File: src/hdl/iasmd_pkg.sv
// Shared types for the integer add/subtract/multiply/divide unit.
// Holds the operation codes and sequencer states; no dependencies.
package iasmd_pkg;

  typedef enum logic [1:0] {
    CMD_ADD = 2'd0,
    CMD_SUB = 2'd1,
    CMD_MUL = 2'd2,
    CMD_DIV = 2'd3
  } cmd_t;

  typedef enum logic [2:0] {
    ST_IDLE,
    ST_ADDSUB,
    ST_MUL,
    ST_NEGA,
    ST_NEGB,
    ST_DIV,
    ST_FIX,
    ST_OUT
  } state_t;

  typedef struct packed {
    logic sub;
  } alu_ctl_t;

endpackage

File: src/hdl/iasmd_addsub.sv
// Shared adder/subtractor of the integer arithmetic unit, with carry out.
// Depends on iasmd_pkg for the control struct.
module iasmd_addsub
  import iasmd_pkg::*;
#(
  parameter int WIDTH = 32
) (
  input  logic [WIDTH-1:0] x,
  input  logic [WIDTH-1:0] y,
  input  alu_ctl_t         ctl,
  output logic [WIDTH-1:0] sum,
  output logic             cout
);

  logic [WIDTH:0] full;

  assign full = {1'b0, x} + {1'b0, (y ^ {WIDTH{ctl.sub}})} + {{WIDTH{1'b0}}, ctl.sub};
  assign sum  = full[WIDTH-1:0];
  assign cout = full[WIDTH];

endmodule

File: src/hdl/integer_add_sub_mul_div_unit.sv
// Integer add/subtract/multiply/divide unit: sequencer, registers, assertions.
// Depends on iasmd_pkg and iasmd_addsub (the single shared adder).
// An accepted start raises busy, which stays high until out_valid is raised;
// a divide error goes straight from idle to the output state.
// Multiply and divide retire one bit per cycle through the shared adder.
// Synchronous active-low reset returns to idle; the receiver cannot stall.
module integer_add_sub_mul_div_unit
  import iasmd_pkg::*;
#(
  parameter int DATA_WIDTH = 32
) (
  input  logic                         clk,
  input  logic                         rst_n,
  input  logic                         start,
  output logic                         busy,
  input  logic [1:0]                   in_cmd,
  input  logic signed [DATA_WIDTH-1:0] in_operand_a,
  input  logic signed [DATA_WIDTH-1:0] in_operand_b,
  output logic                         out_valid,
  output logic signed [DATA_WIDTH-1:0] out_result_value,
  output logic                         out_error_flag
);

  localparam int CW = $clog2(DATA_WIDTH);
  localparam logic [CW-1:0] CNT_LAST = CW'(DATA_WIDTH - 1);
  localparam logic [DATA_WIDTH-1:0] MIN_VAL = {1'b1, {(DATA_WIDTH-1){1'b0}}};

  state_t                state_r, state_nxt;
  cmd_t                  cmd_r, cmd_nxt;
  logic [DATA_WIDTH-1:0] acc_r, acc_nxt;
  logic [DATA_WIDTH-1:0] opa_r, opa_nxt;
  logic [DATA_WIDTH-1:0] opb_r, opb_nxt;
  logic [CW-1:0]         cnt_r, cnt_nxt;
  logic                  neg_r, neg_nxt;
  logic                  err_r, err_nxt;
  logic                  out_valid_r, out_valid_nxt;
  logic [DATA_WIDTH-1:0] out_result_r, out_result_nxt;
  logic                  out_error_r, out_error_nxt;

  logic [DATA_WIDTH-1:0] alu_x, alu_y, alu_sum;
  logic                  alu_cout;
  alu_ctl_t              alu_ctl;
  logic                  div_err;

  iasmd_addsub #(.WIDTH(DATA_WIDTH)) u_addsub (
    .x    (alu_x),
    .y    (alu_y),
    .ctl  (alu_ctl),
    .sum  (alu_sum),
    .cout (alu_cout)
  );

  assign div_err = (in_operand_b == '0) ||
                   ((in_operand_a == MIN_VAL) && (in_operand_b == '1));

  always_ff @(posedge clk) begin
    if (!rst_n) begin
      state_r     <= ST_IDLE;
      out_valid_r <= 1'b0;
    end else begin
      state_r     <= state_nxt;
      out_valid_r <= out_valid_nxt;
    end
    cmd_r        <= cmd_nxt;
    acc_r        <= acc_nxt;
    opa_r        <= opa_nxt;
    opb_r        <= opb_nxt;
    cnt_r        <= cnt_nxt;
    neg_r        <= neg_nxt;
    err_r        <= err_nxt;
    out_result_r <= out_result_nxt;
    out_error_r  <= out_error_nxt;
  end

  always_comb begin
    state_nxt      = state_r;
    cmd_nxt        = cmd_r;
    acc_nxt        = acc_r;
    opa_nxt        = opa_r;
    opb_nxt        = opb_r;
    cnt_nxt        = cnt_r;
    neg_nxt        = neg_r;
    err_nxt        = err_r;
    out_valid_nxt  = 1'b0;
    out_result_nxt = out_result_r;
    out_error_nxt  = out_error_r;
    alu_x          = opa_r;
    alu_y          = opb_r;
    alu_ctl.sub    = 1'b0;

    case (state_r)
      ST_IDLE: begin
        if (start) begin
          cmd_nxt = cmd_t'(in_cmd);
          opa_nxt = in_operand_a;
          opb_nxt = in_operand_b;
          acc_nxt = '0;
          cnt_nxt = '0;
          err_nxt = 1'b0;
          neg_nxt = in_operand_a[DATA_WIDTH-1] ^ in_operand_b[DATA_WIDTH-1];
          case (cmd_t'(in_cmd))
            CMD_ADD, CMD_SUB: state_nxt = ST_ADDSUB;
            CMD_MUL:          state_nxt = ST_MUL;
            CMD_DIV: begin
              if (div_err) begin
                err_nxt   = 1'b1;
                state_nxt = ST_OUT;
              end else begin
                state_nxt = ST_NEGA;
              end
            end
            default: state_nxt = ST_IDLE;
          endcase
        end
      end
      ST_ADDSUB: begin
        alu_ctl.sub    = (cmd_r == CMD_SUB);
        out_result_nxt = alu_sum;
        out_error_nxt  = 1'b0;
        out_valid_nxt  = 1'b1;
        state_nxt      = ST_IDLE;
      end
      ST_MUL: begin
        alu_x = acc_r;
        alu_y = opa_r;
        if (opb_r[0]) begin
          acc_nxt = alu_sum;
        end
        opa_nxt = {opa_r[DATA_WIDTH-2:0], 1'b0};
        opb_nxt = {1'b0, opb_r[DATA_WIDTH-1:1]};
        cnt_nxt = cnt_r + 1'b1;
        if (cnt_r == CNT_LAST) begin
          state_nxt = ST_OUT;
        end
      end
      ST_NEGA: begin
        alu_x       = '0;
        alu_y       = opa_r;
        alu_ctl.sub = 1'b1;
        if (opa_r[DATA_WIDTH-1]) begin
          opa_nxt = alu_sum;
        end
        state_nxt = ST_NEGB;
      end
      ST_NEGB: begin
        alu_x       = '0;
        alu_y       = opb_r;
        alu_ctl.sub = 1'b1;
        if (opb_r[DATA_WIDTH-1]) begin
          opb_nxt = alu_sum;
        end
        state_nxt = ST_DIV;
      end
      ST_DIV: begin
        alu_x       = {acc_r[DATA_WIDTH-2:0], opa_r[DATA_WIDTH-1]};
        alu_y       = opb_r;
        alu_ctl.sub = 1'b1;
        acc_nxt     = alu_cout ? alu_sum : alu_x;
        opa_nxt     = {opa_r[DATA_WIDTH-2:0], alu_cout};
        cnt_nxt     = cnt_r + 1'b1;
        if (cnt_r == CNT_LAST) begin
          state_nxt = ST_FIX;
        end
      end
      ST_FIX: begin
        alu_x       = '0;
        alu_y       = opa_r;
        alu_ctl.sub = 1'b1;
        acc_nxt     = neg_r ? alu_sum : opa_r;
        state_nxt   = ST_OUT;
      end
      ST_OUT: begin
        out_result_nxt = acc_r;
        out_error_nxt  = err_r;
        out_valid_nxt  = 1'b1;
        state_nxt      = ST_IDLE;
      end
      default: state_nxt = ST_IDLE;
    endcase
  end

  assign busy             = (state_r != ST_IDLE);
  assign out_valid        = out_valid_r;
  assign out_result_value = out_result_r;
  assign out_error_flag   = out_error_r;

  a_strobe_idle: assert property (@(posedge clk) disable iff (!rst_n)
    out_valid_r |-> (state_r == ST_IDLE))
    else $error("result strobe while sequencer busy");

  a_accept_busy: assert property (@(posedge clk) disable iff (!rst_n)
    (start && !busy) |=> busy)
    else $error("accepted transaction did not raise busy");

  a_err_zero: assert property (@(posedge clk) disable iff (!rst_n)
    (out_valid_r && out_error_r) |-> (out_result_r == '0))
    else $error("error result is not zero");

  a_err_div: assert property (@(posedge clk) disable iff (!rst_n)
    (out_valid_r && out_error_r) |-> (cmd_r == CMD_DIV))
    else $error("error flag on a non-divide transaction");

endmodule
File: config.mk
export PLATFORM = sky130hd
export DESIGN_NAME = integer_add_sub_mul_div_unit
export DESIGN_NICKNAME = d
export VERILOG_FILES = /design/src/hdl/iasmd_pkg.sv /design/src/hdl/iasmd_addsub.sv /design/src/hdl/integer_add_sub_mul_div_unit.sv
export SDC_FILE = /design/constraint.sdc
export NUM_CORES = 1
export LEC_CHECK = 0
export BUFFER_PORTS_ARGS = -buffer_cell sky130_fd_sc_hd__buf_4
export CORE_ASPECT_RATIO = 0.5
export CORE_MARGIN = 5
export CORE_UTILIZATION = 49
export DETAILED_ROUTE_END_ITERATION = 7
export PLACE_DENSITY = 0.71
export SETUP_SLACK_MARGIN = 0.05
export SLEW_MARGIN = 30
export SYNTH_ARGS = -nofsm -noshare
export SYNTH_HDL_FRONTEND = slang
export SYNTH_SLANG_ARGS = --single-unit
File: constraint.sdc
create_clock -name clk -period 4.7 [get_ports clk]
set_clock_uncertainty 0.05 [all_clocks]
set_input_delay 0.705 -clock clk [delete_from_list [all_inputs] [get_ports clk]]
set_output_delay 0.705 -clock clk [all_outputs]
set_load 0.01 [all_outputs]
# Word level (Yosys, flattened, before mapping)
# Index checks and enable logic that the tools add are counted.
dict set report classes {
  n_div 0
  mul 0
  n_mux 26
  n_reduce_logical 25
  shifts 0
  bitwise_logic 2
  addsub 3
  n_lt_le_gt_ge 0
  n_eq_ne 20
}
# op count
set ops {}
lappend ops {{two-way mux 32 bit} 9}
lappend ops {{case mux 32 bit (4 select lines)} 2}
lappend ops {{case mux 32 bit (3 select lines)} 2}
lappend ops {{equality test 32 bit (second input constant)} 2}
lappend ops {{case mux 32 bit (2 select lines)} 1}
lappend ops {{adder 32 x 32 -> 33 bit} 1}
lappend ops {{adder 33 x 1 -> 33 bit} 1}
lappend ops {{logical NOT 32 bit} 1}
lappend ops {{XOR 32 bit} 1}
lappend ops {{case mux 3 bit (7 select lines)} 1}
lappend ops {{equality test 3 bit (second input constant)} 4}
lappend ops {{two-way mux 3 bit} 4}
lappend ops {{inequality test 2 bit (second input constant)} 6}
lappend ops {{AND reduction 3 bit} 4}
lappend ops {{case mux 5 bit (2 select lines)} 1}
lappend ops {{case mux 3 bit (3 select lines)} 1}
lappend ops {{AND reduction 2 bit} 4}
lappend ops {{nonzero test 4 bit} 2}
lappend ops {{equality test 3 x 2 -> 1 bit (second input constant)} 2}
lappend ops {{nonzero test 3 bit} 2}
lappend ops {{OR reduction 2 bit} 3}
lappend ops {{OR reduction 3 bit} 2}
lappend ops {{adder 5 x 1 -> 5 bit (second input constant)} 1}
lappend ops {{equality test 5 bit (second input constant)} 1}
lappend ops {{13 further kinds} 18}
dict set report totals {
  memories 0
  latchBits 0
  ram_bits 0
  regBits 142
  wordCells 89
  rom_bits 0
}

# Logic depth before layout (Yosys ltp)
# Gate-level depths: netlist of the first run.
dict set report logic_depth {
  ltp_word 8
  mapped_depth 18
}

# Cells and area by module
# From an unflattened synthesis of the first run, not the netlist that was laid out.
dict set report hier_totals {
  hier_cells 1000
  hier_area_um2 10281.1
}
# mod cells_per_inst instances area_per_inst_um2 seq_area_each_um2
set by_module_without_submodules {}
lappend by_module_without_submodules {integer_add_sub_mul_div_unit 699 1 8175.3 4224.1}
lappend by_module_without_submodules {iasmd_addsub 301 1 2105.8 0.0}

# Worst setup path after synthesis of the first run
# No wires, ideal clock.
dict set report synth_path {
  path_type {register -> register}
  from {reg state_r[2]}
  to {reg acc_r[29] (data pin)}
  path_buffers 3
  path_slack_ns 0.499
  setup_time_ns 0.261
  synth_period_minus_slack_ns 4.201
  arrival_ns 3.890
  path_stages_with_launch 17
  t_required_ns 4.389
  cell_sequence {dfxtp_1 -> or2_0 -> clkbuf_1 -> o221ai_1 -> clkbuf_1 -> xor2_1 -> ha_1 -> a21oi_1 -> nand2_1 -> o2111a_1 -> o21ai_0 -> a21oi_1 -> o31a_1 -> a21oi_1 -> buf_2 -> a21oi_1 -> a221o_1}
}
dict set report synth_via {
  elab_chain_cells 8
}
# item line
set synth_rtl {}
lappend synth_rtl {{start: declaration} integer_add_sub_mul_div_unit.sv:28} ;# state_t state_r, state_nxt;
lappend synth_rtl {{start signal: assignment} integer_add_sub_mul_div_unit.sv:61} ;# state_r <= state_nxt;
lappend synth_rtl {{equality test 3 bit or equality test 3 x 2 -> 1 bit (tied branches)} integer_add_sub_mul_div_unit.sv:91} ;# case (state_r)
lappend synth_rtl {{OR reduction 4 bit (no source line) or OR reduction 3 bit (tied branches)} n/a}
lappend synth_rtl {{case mux 1 bit (2 select lines) or two-way mux 32 bit (tied branches)} integer_add_sub_mul_div_unit.sv:91}
lappend synth_rtl {{XOR 32 bit} iasmd_addsub.sv:17} ;# assign full = {1'b0, x} + {1'b0, (y ^ {WIDTH{ctl.sub}})} + {{WIDTH{1'b0}}, ctl.sub};
lappend synth_rtl {{adder 32 x 32 -> 33 bit} iasmd_addsub.sv:17}
lappend synth_rtl {{adder 33 x 1 -> 33 bit} iasmd_addsub.sv:17}
lappend synth_rtl {{two-way mux 32 bit, on equally long branches} {integer_add_sub_mul_div_unit.sv:169, integer_add_sub_mul_div_unit.sv:126, integer_add_sub_mul_div_unit.sv:158}}
lappend synth_rtl {{case mux 32 bit (4 select lines) (*)} integer_add_sub_mul_div_unit.sv:91}
lappend synth_rtl {{named net acc_nxt[29]} integer_add_sub_mul_div_unit.sv:30} ;# logic [DATA_WIDTH-1:0] acc_r, acc_nxt;
lappend synth_rtl {{end signal: assignment} integer_add_sub_mul_div_unit.sv:65} ;# acc_r <= acc_nxt;
lappend synth_rtl {{end: declaration} integer_add_sub_mul_div_unit.sv:30}
# The timed path passes the listed nets; every way through them passes the cells marked *. The select of a mux whose other input is x is not followed.
# A chain may end at the register's enable or synchronous reset.

# Worst setup path after layout of the first run
# Ends and elaborated chain as after synthesis.

==> results of run 1 <==
-- cells in the mapped netlist, types with 3 or more instances --
cell        n
nor4_1     15
o31ai_1     3
o21ai_0   135
mux2_2      3
mux2i_1    65
buf_1       7
a21oi_1    73
a22oi_1    83
clkbuf_1   61
o21bai_1    5
buf_2       4
dfxtp_1     4
o21a_1      3
nand3_1    12
a221o_1     7
nor2b_1    39
nor2_1     45
inv_1      12
ha_1       33
edfxtp_1  138
a21o_1     10
xor2_1     46
and3_1      6
a211oi_1    6
o22ai_1    32
and2_1      8
nor3_1     10
nand2_1    78
o21ai_1     7
nand2b_1   10
o211ai_1    8
nand4_1    16
a31oi_1     7
xnor2_1    18
-- flip-flops by register name (all words and copies together) (netlist names) --
name              flops
acc_r                32
cmd_r                 2
cnt_r                 5
err_r                 1
neg_r                 1
opa_r                32
opb_r                32
out_error_flag        1
out_result_value     32
out_valid             1
state_r               3
-- repair_timing --
action,in CTS,in global routing
hold endpoints to repair,0,0
endpoints found under the setup margin,0,29
buffers inserted,0,4
resized for setup,0,4
hold buffers,0,0
-- worst min path at each step --
stage	startpoint	cells after the start	to	slack, ns
after global placement	err_r	1	out_error_flag	0.47
after CTS	in_cmd[0]	1	cmd_r[0]	0.40
final	in_cmd[0]	1	cmd_r[0]	0.41
after global routing	in_cmd[0]	1	cmd_r[0]	0.41
after detailed placement	err_r	1	out_error_flag	0.50
after floorplan	err_r	1	out_error_flag	0.45
-- layout make-up --
class,count,share of cell area
tap,266,0.0281
multi-input combinational,818,0.468
clock inverter,14,0.0107
clock buffer,18,0.0362
sequential,142,0.357
timing repair buffer,150,0.0964
inverter,12,0.00380
-- through the flow --
step | area [sq um] | utilization | setup WS, ns | instances
after CTS | 11800 | 0.598 | 0.165 | 1416
after floorplan | 9970 | - | 0.499 | 1044
after global routing | 11800 | 0.601 | 0.0922 | 1420
after detailed placement | 11200 | 0.570 | 0.200 | 1384
final | 11800 | 0.601 | 0.240 | 1420
after global placement | 11200 | 0.570 | 0.326 | 1384
-- layer usage --
metal,vias to the layer above,wire [microns],part of all wire,global-route usage
met5,-,0,0,0
met4,0,791,0.022,0.0922
met3,54,3960,0.11,0.0794
met2,554,14900,0.42,0.422
met1,4603,15900,0.45,0.442
li1,4211,-,-,-
-- cells by family after synthesis --
| family | share of synthesized area |
|---|---|
| xor+xnor | 0.0579 |
| mux | 0.0700 |
| compound gates | 0.246 |
| simple gates | 0.127 |
| buf+inv | 0.0321 |
| fa+ha+maj | 0.0434 |
| flops | 0.424 |
-- report_power, final --
| group | internal, mW | total, mW | switching, mW |
|---|---|---|---|
| Combinational | 1.01 | 2.74 | 1.73 |
| Clock | 0.768 | 1.33 | 0.561 |
| Sequential | 1.77 | 1.95 | 0.181 |
| Total | 3.54 | 6.02 | 2.47 |
-- critical path, stage by stage (launching register included) --
cell,delay [ns]
dfxtp_2,0.48
or2_0,0.27
o221ai_4,0.16
buf_4,0.18
buf_4,0.18
xor2_1,0.17
ha_1,0.38
and4_1,0.27
a21o_1,0.17
a211oi_1,0.34
o2bb2ai_1,0.24
a21oi_2,0.36
o41a_1,0.23
xor2_1,0.37
a21oi_1,0.09
a221o_1,0.27
==> flow_summary.yaml, run 1 <==
sta:
  slew-limit-headroom: 0.316
  tns_ns: 0
  period_share: 0.949
  rsz0062_at_grt: "false"
  finalMaxSlewViolations: 0
  max_freq_mhz: 224
  finalSetupViolations: 0
  finalHoldViolations: 0
  hold_slack_ns: 0.408
  period_needed_ns: 4.46
  worst_pin_slew_ns: 1.02
finish:
  final_common_cell: "buf_4"
  n_fill_cell: 1701
  nets: 1244
  final_cell_mix: "buf_4, edfxtp_1, o21ai_0"
  area_growth_pct: 18.8
  antenna_cells: 0
  multi_input_area_sq_mm: 0.00554
  seqCellArea_sq_mm: 0.00423
  drive_gt1_frac: 0.178
power:
  power.total_mw: 6.02
  p_per_area_mw_per_mm2: 508
  p_leak_nw: 4.29
  max-vdd-ir-drop_mv: 0.270
grt:
  grt_max_degree: 60
  grt_pass1_wl_microns: 54200
  grt_pass1_vias: 9084
  grt_antenna_before_repair: 0
  grt_overflow: 0
  grt_usage: 0.298
clocking:
  clkLatencyLatePin_ns: 0.45
  cts_buffers: 17
  root_buffer: "clkbuf_16"
  clock-sinks: 142
  cts.clk_slew.worst_paths_ns: 0.06
  cts_tree: "built"
  clock_path_buffers: 2
  cts_max_level: 4
synth:
  synth-seq-area-share: 0.424
  synth_warnings: 0
  yosys_most_used_dff: "edfxtp_1"
  syn_area_per_cell_sq_um: 9.55
  netlist-cell-type-count: 64
  synth_seq_cells: 142
  synth-edff-count: 138
  synth_area_sq_mm: 0.00997
  synth_top_area_share: 0.416
  syn_inst: 1044
  synth.net_count: 1147
  yosys.area.top_type: "edfxtp_1"
  synthTopCellsByArea: "edfxtp_1, o21ai_0, mux2i_1"
  ys_async_sr_fraction: 0
setup_path:
  reg2reg_to: "acc_r[29]"
  cp-endpoint: "acc_r[29]"
  crit_start: "state_r[2]"
  r2r_start: "state_r[2]"
  reg2reg_setup_slack_ns: 0.24
  setup.worst_path.end_class: "flip-flop"
  critical_path_class: "reg2reg"
  crit_arrival_ns: 4.61
  startpoint_type: "flip-flop"
  path_max_fanout: 11
  critPathRequiredTime_ns: 4.85
  reg2reg_depth: 15
detailed_routing:
  drtIter0Drc: 1129
  num_vias: 9422
  wl_per_cell_microns: 25.0
  drt_pass1_iterations: 5
  drcViolationCount: 0
  antenna_left: 0
  via_per_inst: 6.64
  wirelength_microns: 35500
run_status:
  status: "finished, final reports clean"
place:
  hpwl_microns: 26100
  gp_congestion: 1.04
  io_buffers: 103
worst_hold_path:
  hold_class: "in2reg"
floorplan:
  die-area_sq_mm: 0.0235
  chipHeight_microns: 111
  core_area_sq_mm: 0.0197
  fp-row-count: 36
  start_util: 0.505
  die_w_microns: 212
  pin_count: 104
flow_run:
  maxCapViolCount: 0
(Power assumes the default switching activity.)
==> inputs of run 2 (changes only) <==
--- a/config.mk
+++ b/config.mk
@@ -12,7 +12,6 @@
 export DETAILED_ROUTE_END_ITERATION = 7
 export PLACE_DENSITY = 0.71
 export SETUP_SLACK_MARGIN = 0.05
-export SLEW_MARGIN = 30
 export SYNTH_ARGS = -nofsm -noshare
 export SYNTH_HDL_FRONTEND = slang
 export SYNTH_SLANG_ARGS = --single-unit
==> constraint.sdc (replaced) <==
create_clock -name clk -period 4.33 [get_ports clk]
set_clock_uncertainty 0.05 [all_clocks]
set_input_delay 0.6495 -clock clk [delete_from_list [all_inputs] [get_ports clk]]
set_output_delay 0.6495 -clock clk [all_outputs]
set_load 0.01 [all_outputs]
==> run 2 against run 1 <==
  * Total power rose by 11%
  * Combinational power up 13%
  * Via count grew 1.1%
  * Sequential share of layout area fell by 0.85 points
  * Largest cell class unchanged
==> flow_summary.yaml, run 2 (synthesis gave the netlist of run 1 again) <==
place:
  dp.cells: 1394
  hpwl_microns: 26300
  pre_cts_slack_ns: 0.00943
  io_buffers: 103
  gp_congestion: 1.00
detailed_routing:
  num_vias: 9527
  drtIter0Drc: 1409
  wirelength_microns: 36400
  via_per_inst: 6.62
  antenna_left: 0
  drt_pass1_iterations: 8
  drcViolationCount: 0
  wl_per_cell_microns: 25.3
clocking:
  clock-sinks: 142
  cts_buffers: 17
  cts.clk_slew.worst_paths_ns: 0.07
  clock_path_buffers: 2
  ctsHoldBuffers: 0
  cts_max_level: 4
  root_buffer: "clkbuf_16"
  cts_tree: "built"
  clkLatencyLatePin_ns: 0.44
finish:
  antenna_cells: 0
  final_cell_mix: "buf_4, edfxtp_1, o21ai_0"
  n_fill_cell: 1682
  area_growth_pct: 21.8
  nets: 1264
  final_common_cell: "buf_4"
  finalNonFillerCells: 1440
  drive_gt1_frac: 0.198
  multi_input_area_sq_mm: 0.00557
  seqCellArea_sq_mm: 0.00423
flow_run:
  maxCapViolCount: 0
setup_path:
  crit_arrival_ns: 4.25
  worstPathCellList: "a21boi_4, buf_4, mux2i_1, xor2_1, ha_1, a21oi_1, nand2_1, o2111a_2, o21ai_1, a21oi_2, o31a_1, buf_4, a21oi_2, buf_4, nor2_1, a221o_1"
  critical-path-slowest-cell: "dfxtp_4"
  crit_buf_inv: 3
  path_max_fanout: 7
  critical_path_class: "reg2reg"
  crit_family: "compound AO/OA/AOI/OAI gates"
  setup.worst_path.end_class: "flip-flop"
  crit_path_max_incr_delay_ns: 0.39
  worst_path_most_repeated_cell: "buf_4"
  startpoint_type: "flip-flop"
  critPathRequiredTime_ns: 4.47
sta:
  fin_ws_ns: 0.220
  finalMaxSlewViolations: 0
  tns_ns: 0
  slew-limit-headroom: 0.277
  finalSetupViolations: 0
  period_share: 0.949
  rsz0062_at_grt: "true"
  worst_pin_slew_ns: 1.07
  hold_slack_ns: 0.352
  max_freq_mhz: 243
  period_needed_ns: 4.11
  finalHoldViolations: 0
floorplan:
  core_area_sq_mm: 0.0197
  chipHeight_microns: 111
  pin_count: 104
  die_w_microns: 212
  start_util: 0.505
  die-area_sq_mm: 0.0235
  fp-row-count: 36
power:
  p_per_area_mw_per_mm2: 551
  power.total_mw: 6.69
  clock_power_share: 0.221
  power.net_switching_mw: 2.69
  p_leak_nw: 4.45
  max-vdd-ir-drop_mv: 0.291
  power.internal_mw: 4.00
  p_comb_frac: 0.463
  seq_power_share: 0.316
  swShare: 0.402
grt:
  grt_pass1_wl_microns: 53900
  grt_pass1_vias: 9052
  grt_usage: 0.298
  grt_overflow: 0
  grt_max_degree: 58
  grt_antenna_before_repair: 0
run_status:
  status: "finished, final reports clean"
worst_hold_path:
  hold_class: "in2reg"
==> run 2: changes by cell type in the layout (fill, tap and decap cells not counted), moves of 3 or more <==
cell	delta
clkinvlp_4	-4
buf_4	+11
clkbuf_1	+3
clkinv_1	-3
clkbuf_8	+3
buf_12	+6
==> run 2: metal layers <==
| layer | wire (microns) | track usage |
|---|---|---|
| met2 | 15400 | 0.427 |
| met4 | 738 | 0.0862 |
| met3 | 4280 | 0.0888 |
| met5 | 0 | 0 |
| met1 | 15900 | 0.436 |
==> run 2: power by group through the flow <==
| stage | combinational, mW | sequential (mW) | clock, mW |
|---|---|---|---|
| floorplan | 1.88 | 2.10 | 0 |
| global placement | 2.92 | 2.12 | 0 |
| detailed placement | 2.94 | 2.13 | 0 |
| CTS | 2.97 | 2.10 | 1.48 |
| global route | 3.33 | 2.14 | 1.55 |
| finish | 3.10 | 2.11 | 1.48 |
==> run 2: timing repair <==
item | CTS | global route
setup buffers | 1 | 12
setup endpoints to repair | 2 | 49
gates resized for setup | 3 | 12
pin swaps | 1 | 3
gates cloned | 0 | 1
==> run 2: worst paths after layout <==
kind / end / depth (start not counted) / slack (ns) / start
max reg2reg: acc_r[9] / 16 / 0.22 / state_r[1]
min reg2reg: out_error_flag / 1 / 0.48 / err_r
min: cmd_r[0] / 1 / 0.35 / in_cmd[0]
max: acc_r[9] / 16 / 0.22 / state_r[1]
==> run 2: cell type report <==
| type | count | area share |
|---|---|---|
| Timing Repair Buffer | 170 | 0.115 |
| Inverter | 12 | 0.00371 |
| Clock buffer | 24 | 0.0397 |
| Tap cell | 266 | 0.0274 |
| Multi-Input combinational cell | 818 | 0.459 |
| Sequential cell | 142 | 0.348 |
| Clock inverter | 8 | 0.00742 |
==> run 2: stage by stage <==
stage / utilization / instance area, sq um
final: 0.615 / 12100
after global routing: 0.615 / 12100
after CTS: 0.606 / 11900
after detailed placement: 0.576 / 11400
after global placement: 0.576 / 11400
after floorplan: - / 9970
